`config.mk`:
```
export PLATFORM = sky130hd
export DESIGN_NAME = tvs_alu
export DESIGN_NICKNAME = d
export VERILOG_FILES = /design/src/sv/tvs_pkg.sv /design/src/sv/tvs_alu.sv
export SDC_FILE = /design/constraint.sdc
export NUM_CORES = 1
export LEC_CHECK = 0
export BUFFER_PORTS_ARGS = -buffer_cell sky130_fd_sc_hd__buf_2
export CAP_MARGIN = 0
export CORE_MARGIN = 2
export CORE_UTILIZATION = 52
export DETAILED_ROUTE_END_ITERATION = 6
export GPL_TIMING_DRIVEN = 0
export PLACE_DENSITY = 0.91
export SKIP_LAST_GASP = 1
export SYNTH_ARGS = -nofsm -noshare
export SYNTH_HDL_FRONTEND = slang
export SYNTH_SLANG_ARGS = --single-unit
export TNS_END_PERCENT = 50
```
`constraint.sdc`:
```
create_clock -name vclk -period 3.7
set_input_delay 0.74 -clock vclk [all_inputs]
set_output_delay 0.74 -clock vclk [all_outputs]
set_load 0.005 [all_outputs]
```
`src/sv/tvs_pkg.sv`:
```
// Shared types and codes for the timed value sequencer.
// Used by every module of the block; depends on nothing.
`default_nettype none

package tvs_pkg;

  localparam int unsigned MaxStepsDefault = 256;
  localparam int unsigned IntervalW       = 24;
  localparam int unsigned ValueW          = 32;
  localparam int unsigned IndexW          = 8;
  localparam int unsigned AluW            = 24;

  // Operation codes of an input word.
  localparam logic [1:0] OpTick  = 2'd0;
  localparam logic [1:0] OpStart = 2'd1;
  localparam logic [1:0] OpStop  = 2'd2;
  localparam logic [1:0] OpLoad  = 2'd3;

  // Event codes of a result word.
  localparam logic [1:0] EvValue    = 2'd0;
  localparam logic [1:0] EvStopped  = 2'd1;
  localparam logic [1:0] EvFinished = 2'd2;

  typedef struct packed {
    logic [1:0]              opcode;
    logic [IndexW-1:0]       entry_index;
    logic signed [ValueW-1:0] entry_value;
    logic [IntervalW-1:0]    entry_interval;
    logic                    load_last;
  } item_t;

  typedef struct packed {
    logic [1:0]               event_kind;
    logic signed [ValueW-1:0] out_value;
  } result_t;

  typedef struct packed {
    logic signed [ValueW-1:0] value;
    logic [IntervalW-1:0]     interval;
  } entry_t;

  // Table port control from the sequencer.
  typedef struct packed {
    logic wr;
    logic rd;
  } tbl_ctrl_t;

  typedef enum logic [1:0] {
    ST_IDLE,
    ST_EXEC,
    ST_READ
  } state_e;

endpackage

`default_nettype wire

```
`src/sv/tvs_alu.sv`:
```
// Shared increment/decrement unit of the timed value sequencer.
// Depends on tvs_pkg for the operand width.
`default_nettype none

module tvs_alu (
  input  wire logic [tvs_pkg::AluW-1:0] a_i,
  input  wire logic                     dec_i,
  output logic      [tvs_pkg::AluW-1:0] y_o
);

  logic [tvs_pkg::AluW-1:0] step;

  // A decrement adds all ones; an increment adds one.
  assign step = dec_i ? {tvs_pkg::AluW{1'b1}} : tvs_pkg::AluW'(1);
  assign y_o  = a_i + step;

endmodule

`default_nettype wire

```
==> out/metrics.cfg <==
[drt]
via_count = 1320
wire_per_inst_um = 11.60
drc = 0
drtAntennaViolNets = 0
drt_pass1_iterations = 4
wirelength_um = 2738
avgViaCountPerCell = 5.593
drtIter0Drc = 7

[synthesis]
yosysSeqAreaShare_pct = 0
synth_most_common_cell = ha_1
synth_nets = 207
netlist_area_sq_um = 1170
synth_top_area_share_pct = 23.53
synthTopCellsByArea = ha_1, xnor2_1, a21o_1, a21oi_1, xor2_1
yosysWarnings = 0
synth_area_leader_cell = ha_1
synthTopCellsByCount = ha_1, a21oi_1, xnor2_1
synth.distinct_cells = 36
syn_inst = 159
avgSynthCellArea_sq_um = 7.358

[critical_path]
path_depth = 10
path_buf_inv = 2
startpoint_type = input pin
worstPathArrival_ps = 2840
worstSetupPathType = input pin to primary output
required_ps = 2960
worst_setup_path_end_kind = primary output
critPathMaxStageDelay_ps = 360
path_cells = buf_6, ha_1, nor2b_4, o211ai_1, a311oi_2, nor2_1, o21ai_2, a311oi_2, xnor2_1, buf_2
crit_end = y_o[16]
cp_max_fo = 24
crit_family = compound AO/OA/AOI/OAI gates
path_common_cell = a311oi_2
slowest_stage = ha_1
crit_start = dec_i

[layout]
area_growth_pct = 25.45
seq_area_sq_um = 0
fin_util_pct = 67.65
fillers = 211
nets = 258
flops_and_latches = 0
nClkBuffers = 0
n_antenna_cell = 0
drive_above_1_share_pct = 28.37

[sta]
worst_pin_slew_ps = 416.7
fmax_mhz = 279.0
rsz0062_at_grt = no
setup_viol = 0
period_minus_slack_ps = 3584
finalHoldViolCount = 0
finalCritPeriodShare_pct = 96.86
slew_headroom_pct = 71.92
finalSetupTns_ps = 0
drv_slew = 0

[global_routing]
grt_pass1_vias = 1184
overflow = 0
grt_pass1_wl_um = 4629
antenna_found_initial = 0
grt_max_degree = 25
grt.total_usage_pct = 21.00

[placement]
place_congestion = 0.8106
dp_hpwl_um = 2249
io_buffers = 49

[worst_hold_path]
hold_class = input pin to primary output

[power]
power.internal_uw = 141.5
power_frac_seq_pct = 0
power.leakage_nw = 0.7469
p_clk_share_pct = 0
p_per_area_nw_per_um2 = 199.8
p_sw_uw = 151.6
peakVddDrop_mv = 0.1159
p_total_uw = 293.2
sw_frac_of_total_pct = 51.72
p_comb_share_pct = 100.0

[floorplan]
start_util_pct = 53.92
fp.dieH_um = 51.43
die_x_um = 51.43
io_pins = 49
design.die.area_sq_um = 2645
core_sq_um = 2170
num_rows = 17

[outcome]
status = finished, final reports clean

[job]
cap_violations = 0

[kinds of logic after synthesis]
logic type,count (synthesis),share of synthesized area (%)
compound gates,64,37.65
xor+xnor,23,17.22
buf+inv,11,3.635
simple gates,38,16.26
fa+ha+maj,23,25.24
[routing by layer]
metal | global-route usage [%] | routed length (um) | part of all wire (%) | vias to the layer above
li1 | - | - | - | 701
met1 | 26.06 | 1242 | 45 | 586
met2 | 42.31 | 1376 | 50 | 33
met3 | 0 | 118 | 4.3 | 0
met4 | 0 | 0 | 0 | 0
met5 | 0 | 0 | 0 | -
[stage by stage]
stage                     area (sq um)  setup WS [ps]  instances  hold slack, ps
final                             1468          116.3        236            1755
after global routing              1468          12.46        236            1797
after CTS                         1456          72.91        236            1757
after detailed placement          1450         -164.1        236            1757
after global placement            1450         -158.4        236            1743
after floorplan                   1170          528.2        159            1529
[what timing repair did]
item	in CTS	in global routing
hold buffers	0	0
gates resized for setup	2	2
endpoints found under the setup margin	5	3
pin swaps	0	1
buffers inserted	0	0
[how the worst min path moves through the flow]
| stage | start | end | slack, ps | cells past startpoint |
|---|---|---|---|---|
| floorplan | a_i[0] | y_o[0] | 1530 | 1 |
| global placement | a_i[0] | y_o[0] | 1740 | 3 |
| detailed placement | a_i[0] | y_o[0] | 1760 | 3 |
| CTS | a_i[0] | y_o[0] | 1760 | 3 |
| global route | a_i[0] | y_o[0] | 1800 | 3 |
| finish | a_i[0] | y_o[0] | 1760 | 3 |
[cell type report]
type,count,area [sq um],share of cell area (%)
multi-input cells,148,1139,77.58
repair buffers,49,251.5,17.14
well taps,28,35.03,2.387
inverters,6,22.52,1.535
plain buffers,5,20.02,1.364
[power by group through the flow]
stage / sequential [mW] / clock, mW / combinational, mW
after floorplan: 0 / 0 / 0.194
after global placement: 0 / 0 / 0.284
after detailed placement: 0 / 0 / 0.289
after CTS: 0 / 0 / 0.292
after global routing: 0 / 0 / 0.327
final: 0 / 0 / 0.293
[cells in the final DEF (no fill, tap or decap), types with 2 or more instances in the layout]
| master | Yosys | final |
|---|---|---|
| xor2_1 | 6 | 6 |
| buf_2 | 1 | 49 |
| nand4_1 | 2 | 2 |
| a211oi_1 | 2 | 2 |
| nand3_1 | 4 | 4 |
| inv_1 | 6 | 6 |
| xnor2_1 | 17 | 17 |
| nand2_1 | 11 | 11 |
| a31oi_1 | 6 | 6 |
| nor2b_1 | 2 | 2 |
| nor2_1 | 11 | 11 |
| ha_1 | 22 | 22 |
| and3_1 | 3 | 3 |
| a21oi_1 | 17 | 17 |
| a311oi_2 | 2 | 3 |
| o211ai_1 | 4 | 4 |
| a21o_1 | 12 | 12 |
| o21ai_0 | 9 | 9 |
| clkbuf_1 | 4 | 4 |
(Power assumes the default switching activity.)
