[src/sv/tvs_pkg.sv]
// Shared types and codes for the timed value sequencer.
// Used by every module of the block; depends on nothing.
`default_nettype none

package tvs_pkg;

  localparam int unsigned MaxStepsDefault = 256;
  localparam int unsigned IntervalW       = 24;
  localparam int unsigned ValueW          = 32;
  localparam int unsigned IndexW          = 8;
  localparam int unsigned AluW            = 24;

  // Operation codes of an input word.
  localparam logic [1:0] OpTick  = 2'd0;
  localparam logic [1:0] OpStart = 2'd1;
  localparam logic [1:0] OpStop  = 2'd2;
  localparam logic [1:0] OpLoad  = 2'd3;

  // Event codes of a result word.
  localparam logic [1:0] EvValue    = 2'd0;
  localparam logic [1:0] EvStopped  = 2'd1;
  localparam logic [1:0] EvFinished = 2'd2;

  typedef struct packed {
    logic [1:0]              opcode;
    logic [IndexW-1:0]       entry_index;
    logic signed [ValueW-1:0] entry_value;
    logic [IntervalW-1:0]    entry_interval;
    logic                    load_last;
  } item_t;

  typedef struct packed {
    logic [1:0]               event_kind;
    logic signed [ValueW-1:0] out_value;
  } result_t;

  typedef struct packed {
    logic signed [ValueW-1:0] value;
    logic [IntervalW-1:0]     interval;
  } entry_t;

  // Table port control from the sequencer.
  typedef struct packed {
    logic wr;
    logic rd;
  } tbl_ctrl_t;

  typedef enum logic [1:0] {
    ST_IDLE,
    ST_EXEC,
    ST_READ
  } state_e;

endpackage

`default_nettype wire

[src/sv/tvs_seq.sv]
// Sequencer of the timed value sequencer: state machine, step registers and result register.
// Depends on tvs_pkg; drives the shared tvs_alu and the tvs_table port.
`default_nettype none

module tvs_seq #(
  parameter int unsigned MaxSteps = tvs_pkg::MaxStepsDefault,
  parameter int unsigned AddrW    = (MaxSteps > 1) ? $clog2(MaxSteps) : 1,
  parameter int unsigned LenW     = $clog2(MaxSteps + 1)
) (
  input  wire logic                     clk_i,
  input  wire logic                     rst_ni,
  input  wire logic                     start,
  output logic                          busy,
  input  wire tvs_pkg::item_t           item_i,
  output tvs_pkg::result_t              result_o,
  output logic                          result_valid_o,
  output logic [tvs_pkg::AluW-1:0]      alu_a_o,
  output logic                          alu_dec_o,
  input  wire logic [tvs_pkg::AluW-1:0] alu_y_i,
  output tvs_pkg::tbl_ctrl_t            tbl_ctrl_o,
  output logic [AddrW-1:0]              tbl_addr_o,
  output tvs_pkg::entry_t               tbl_wdata_o,
  input  wire tvs_pkg::entry_t          tbl_rdata_i
);

  localparam int unsigned CmpW = 17;

  tvs_pkg::state_e   state_q, state_d;
  tvs_pkg::item_t    item_q;
  logic              running_q, running_d;
  logic [LenW-1:0]   len_q, len_d;
  logic [LenW-1:0]   idx_q, idx_d;
  logic [tvs_pkg::IntervalW-1:0] cnt_q, cnt_d;
  tvs_pkg::result_t  res_q, res_d;
  logic              res_vld_q, res_vld_d;

  logic                          accept;
  logic [LenW-1:0]               fire_idx;
  logic                          fire_ok;
  logic                          need_fire;
  logic                          load_ok;
  logic [tvs_pkg::IntervalW-1:0] cnt_next;

  assign accept = start && (state_q == tvs_pkg::ST_IDLE);
  assign busy   = (state_q != tvs_pkg::ST_IDLE);

  // A start rewinds to step zero before the fire check.
  assign fire_idx = (item_q.opcode == tvs_pkg::OpStart) ? '0 : idx_q;
  assign fire_ok  = (fire_idx < len_q);
  assign cnt_next = (cnt_q == '0) ? '0 : tvs_pkg::IntervalW'(alu_y_i);
  assign load_ok  = ({{(CmpW-tvs_pkg::IndexW){1'b0}}, item_q.entry_index} <
                     CmpW'(MaxSteps));

  always_comb begin
    need_fire = 1'b0;
    if (item_q.opcode == tvs_pkg::OpStart) begin
      need_fire = !running_q;
    end else if (item_q.opcode == tvs_pkg::OpTick) begin
      need_fire = running_q && (cnt_next == '0);
    end
  end

  // Next state.
  always_comb begin
    state_d = state_q;
    unique case (state_q)
      tvs_pkg::ST_IDLE: begin
        if (accept) state_d = tvs_pkg::ST_EXEC;
      end
      tvs_pkg::ST_EXEC: begin
        state_d = (need_fire && fire_ok) ? tvs_pkg::ST_READ : tvs_pkg::ST_IDLE;
      end
      tvs_pkg::ST_READ: begin
        state_d = tvs_pkg::ST_IDLE;
      end
      default: state_d = tvs_pkg::ST_IDLE;
    endcase
  end

  // Outputs and datapath.
  always_comb begin
    running_d   = running_q;
    len_d       = len_q;
    idx_d       = idx_q;
    cnt_d       = cnt_q;
    res_d       = res_q;
    res_vld_d   = 1'b0;
    alu_a_o     = tvs_pkg::AluW'(cnt_q);
    alu_dec_o   = 1'b1;
    tbl_ctrl_o  = '0;
    tbl_addr_o  = AddrW'(fire_idx);
    tbl_wdata_o = '{value: item_q.entry_value, interval: item_q.entry_interval};
    unique case (state_q)
      tvs_pkg::ST_IDLE: begin
      end
      tvs_pkg::ST_EXEC: begin
        unique case (item_q.opcode)
          tvs_pkg::OpTick: begin
            if (running_q) cnt_d = cnt_next;
          end
          tvs_pkg::OpStart: begin
            if (!running_q) begin
              running_d = 1'b1;
              idx_d     = '0;
            end
          end
          tvs_pkg::OpStop: begin
            running_d = 1'b0;
            cnt_d     = '0;
            res_d     = '{event_kind: tvs_pkg::EvStopped, out_value: '0};
            res_vld_d = 1'b1;
          end
          tvs_pkg::OpLoad: begin
            alu_a_o    = tvs_pkg::AluW'(item_q.entry_index);
            alu_dec_o  = 1'b0;
            tbl_addr_o = AddrW'(item_q.entry_index);
            if (load_ok) begin
              tbl_ctrl_o.wr = 1'b1;
              if (item_q.load_last) len_d = LenW'(alu_y_i);
            end
          end
          default: begin
          end
        endcase
        if (need_fire) begin
          if (fire_ok) begin
            tbl_ctrl_o.rd = 1'b1;
          end else begin
            running_d = 1'b0;
            cnt_d     = '0;
            res_d     = '{event_kind: tvs_pkg::EvFinished, out_value: '0};
            res_vld_d = 1'b1;
          end
        end
      end
      tvs_pkg::ST_READ: begin
        alu_a_o   = tvs_pkg::AluW'(idx_q);
        alu_dec_o = 1'b0;
        idx_d     = LenW'(alu_y_i);
        cnt_d     = tbl_rdata_i.interval;
        res_d     = '{event_kind: tvs_pkg::EvValue, out_value: tbl_rdata_i.value};
        res_vld_d = 1'b1;
      end
      default: begin
      end
    endcase
  end

  always_ff @(posedge clk_i or negedge rst_ni) begin
    if (!rst_ni) begin
      state_q   <= tvs_pkg::ST_IDLE;
      running_q <= 1'b0;
      len_q     <= '0;
      idx_q     <= '0;
      cnt_q     <= '0;
      res_vld_q <= 1'b0;
    end else begin
      state_q   <= state_d;
      running_q <= running_d;
      len_q     <= len_d;
      idx_q     <= idx_d;
      cnt_q     <= cnt_d;
      res_vld_q <= res_vld_d;
    end
  end

  always_ff @(posedge clk_i) begin
    if (accept) item_q <= item_i;
    res_q <= res_d;
  end

  assign result_o       = res_q;
  assign result_valid_o = res_vld_q;

endmodule

`default_nettype wire

[config.mk]
export PLATFORM = sky130hd
export DESIGN_NAME = tvs_seq
export DESIGN_NICKNAME = d
export VERILOG_FILES = /design/src/sv/tvs_pkg.sv /design/src/sv/tvs_seq.sv
export SDC_FILE = /design/constraint.sdc
export NUM_CORES = 1
export LEC_CHECK = 0
export BUFFER_PORTS_ARGS = -buffer_cell sky130_fd_sc_hd__buf_2
export CORE_ASPECT_RATIO = 1.1
export CORE_MARGIN = 2
export CORE_UTILIZATION = 44
export DETAILED_ROUTE_END_ITERATION = 16
export PLACE_DENSITY_LB_ADDON = 0.12
export SYNTH_ARGS = -nofsm -noshare
export SYNTH_HDL_FRONTEND = slang
export SYNTH_SLANG_ARGS = --single-unit
[constraint.sdc]
create_clock -name clk_i -period 2.7 [get_ports clk_i]
set_input_delay 0.135 -clock clk_i [delete_from_list [all_inputs] [get_ports clk_i]]
set_output_delay 0.135 -clock clk_i [all_outputs]
set_load 0.02 [all_outputs]
==> flow_summary.ini <==
[outcome]
status = complete, no violations

[clocking]
cts_tree = built
cts.sinks = 147
numCtsBuffers = 17
clockBufferDepth = 2
root_buffer = clkbuf_16
htreeDepth = 4
clkLatencyLatePin_ps = 420
path_clk_slew_ps = 60

[timing]
slew_headroom = 0.200
rsz0062_at_grt = yes
slew_violations = 0
tightest_slew_ps = 1200
fin_crit_sh = 0.976
setup_violations = 0
period_needed_ps = 2630
finalHoldViolations = 0
skew_ps = 8.83
whs_ps = 13.1
max_freq_ghz = 0.380

[flow_run]
maxCapViolCount = 0

[routing]
vias_per_cell = 5.32
wl_per_cell_um = 18.2
drtAntennaViolNets = 0
routed_wirelength_um = 19700
drc = 0
dr.pass1.iters = 5
num_vias = 5768
drtIter0Drc = 446

[grt]
grt_use_total = 0.226
grt_pass1_vias = 5605
grt_pass1_wl_um = 29000
antenna_found_initial = 1
grt_start_max_net_pins = 68
grt.overflow.total = 0

[die]
core_sq_um = 15600
die_h_um = 136
rows = 48
start_util = 0.446
ioPinCount = 277
die-area_sq_um = 16800
die_w_um = 124

[pwr]
pwr_density_cell_nw_per_um2 = 1020
leakagePower_nw = 4.41
ir_drop_v = 0.000491
power.total_w = 0.0102
swShare = 0.373
internal_power_w = 0.00642
seqPwrFrac = 0.368
netSwitchingPower_w = 0.00383
clkPwrFrac = 0.228
power_frac_comb = 0.403

[setup_path]
path_class = reg2reg
critPathMaxFanout = 8
arrival_ps = 2800
cp_slowest_stage_delay_ps = 400
cp_data_required_time_ps = 2870
crit_buf_inv = 4
ff2ff_path_depth = 12
cp_cell_sequence = inv_2 > ha_4 > buf_6 > nor2b_1 > ha_1 > nand4_1 > a21oi_2 > o21ai_2 > buf_4 > a32o_4 > clkbuf_16 > a32o_1
crit_slowest_cell = edfxtp_1
crit_cells = 12
crit_family = compound AO/OA/AOI/OAI gates
startpoint_type = flip-flop
cp-end-kind = flip-flop

[place]
io_buffers = 276
placed_cells = 937
postPlaceCellArea_sq_um = 8180
gp_congestion = 0.796
hpwlAfterDp_um = 12800

[synth]
synth.avg_cell_area_sq_um = 13.1
yosysTopAreaCellShare = 0.437
ys_types = 39
syn_area_sq_um = 6930
seq_area_frac_synth = 0.604
ys_warn_count = 0
yosys.area.top_type = edfxtp_1
postSynthCellCount = 530
ys_seq_elements = 147
synth.area.top_cells = edfxtp_1, dfrtp_1, buf_4
syn_nets = 696

[worst_hold_path]
holdPathStages = 2
min_path_type = in2reg

[final_layout]
instances_no_fill = 1085
area_growth_pct = 45.0
utilization = 0.646
final_layout_size_suffix_gt1_frac = 0.413
n_fill_cell = 1244
final_area_sq_um = 10100
fin_nets = 1038
-- synthesized netlist by cell type --
cell,number
and4_1,1
dfrtp_1,46
buf_4,56
or4_1,1
edfxtp_1,101
a21oi_1,33
a22oi_1,24
inv_1,16
a22o_1,32
a2111o_1,1
mux2_2,9
ha_1,16
o31ai_1,24
nor2b_1,33
clkbuf_1,26
nor2_1,4
or4_4,1
a32oi_2,1
mux2i_1,2
buf_2,2
nand2_1,9
o21a_1,1
a21o_1,1
and2_1,19
buf_1,1
buf_8,3
nand4_1,3
buf_6,1
o22ai_1,1
nor4_1,10
nor2_2,1
o21ai_1,1
and3b_1,1
nand3_2,1
a32o_1,33
o21ai_0,7
nor3_1,1
nand3_1,2
nand2b_1,5
-- sequential cells by signal, indices dropped and copies added, names as in the netlist --
signal          flops
state_q             2
running_q           1
cnt_q              24
item_q             11
result_valid_o      1
result_o           34
len_q               9
idx_q               9
tbl_wdata_o        56
-- power groups by stage --
stage | Sequential, W | Combinational (W) | Clock, W
after detailed placement | 0.00380 | 0.00389 | 0
after floorplan | 0.00408 | 0.00240 | 0
after global placement | 0.00378 | 0.00381 | 0
final | 0.00378 | 0.00413 | 0.00234
after CTS | 0.00376 | 0.00404 | 0.00238
after global routing | 0.00385 | 0.00448 | 0.00248
-- routing by layer --
layer,vias up,global-route usage,share of wire
met3,26,0.0463,0.063
li1,2669,-,-
met2,253,0.381,0.52
met4,0,0.0890,0.018
met1,2820,0.284,0.40
met5,-,0,0
-- per-stage QoR --
step	setup TNS (ps)	worst slack [ps]
finish	0	65.6
global route	-953	-58.5
CTS	0	17.5
detailed placement	-240	-26.5
global placement	0	96.4
floorplan	0	34.6
-- layout make-up --
cell class | instances | area, sq um | area share
Antenna cell | 1 | 2.50 | 0.000249
Clock buffer | 17 | 425 | 0.0423
Clock inverter | 14 | 158 | 0.0157
Inverter | 16 | 60.1 | 0.00597
Multi-Input combinational cell | 278 | 2200 | 0.219
Sequential cell | 147 | 4180 | 0.416
Tap cell | 200 | 250 | 0.0249
Timing Repair Buffer | 412 | 2780 | 0.276
-- logic make-up after synthesis --
| family | Yosys count | share of synthesized area |
|---|---|---|
| AOI/OAI and AO/OA | 159 | 0.177 |
| buffers and inverters | 105 | 0.0935 |
| DFF | 147 | 0.604 |
| muxes | 11 | 0.0175 |
| and+or+nand+nor | 92 | 0.0799 |
| adders and majority gates | 16 | 0.0289 |
-- worst paths after layout --
path	end	start	slack [ps]
worst max-delay path	result_o[20]$_DFFE_PN_	item_q[66]$_DFFE_PP_	70
worst min-delay path	result_o[8]$_DFFE_PN_	tbl_rdata_i[32]	10
worst min register to register	len_q[7]$_DFFE_PN0P_	len_q[7]$_DFFE_PN0P_	510
min in group asynchronous	cnt_q[16]$_DFFE_PN0N_	rst_ni	440
max in group asynchronous	len_q[8]$_DFFE_PN0P_	rst_ni	1620
worst max register to register	result_o[20]$_DFFE_PN_	item_q[66]$_DFFE_PP_	70
-- timing repair --
item / CTS / global route
hold buffers: 105 / 0
gates cloned: 0 / 5
resized for setup: 4 / 16
setup buffers: 4 / 2
pin swaps: 1 / 39
endpoints found under the hold margin: 150 / 0
setup endpoints to repair: 35 / 33
-- layout by cell type, fill, tap and decap left out, types with 11 or more instances in the layout --
cell and count:
a22oi_1 24, inv_1 15, and2_1 18, ha_1 11, dlygate4sd3_1 105, nor2b_1 31
buf_4 22, o31ai_1 24, dfrtp_1 46, buf_2 275, a32o_1 32, a21oi_1 30
edfxtp_1 101, a22o_1 32, clkbuf_16 20
(Power assumes the default switching activity.)
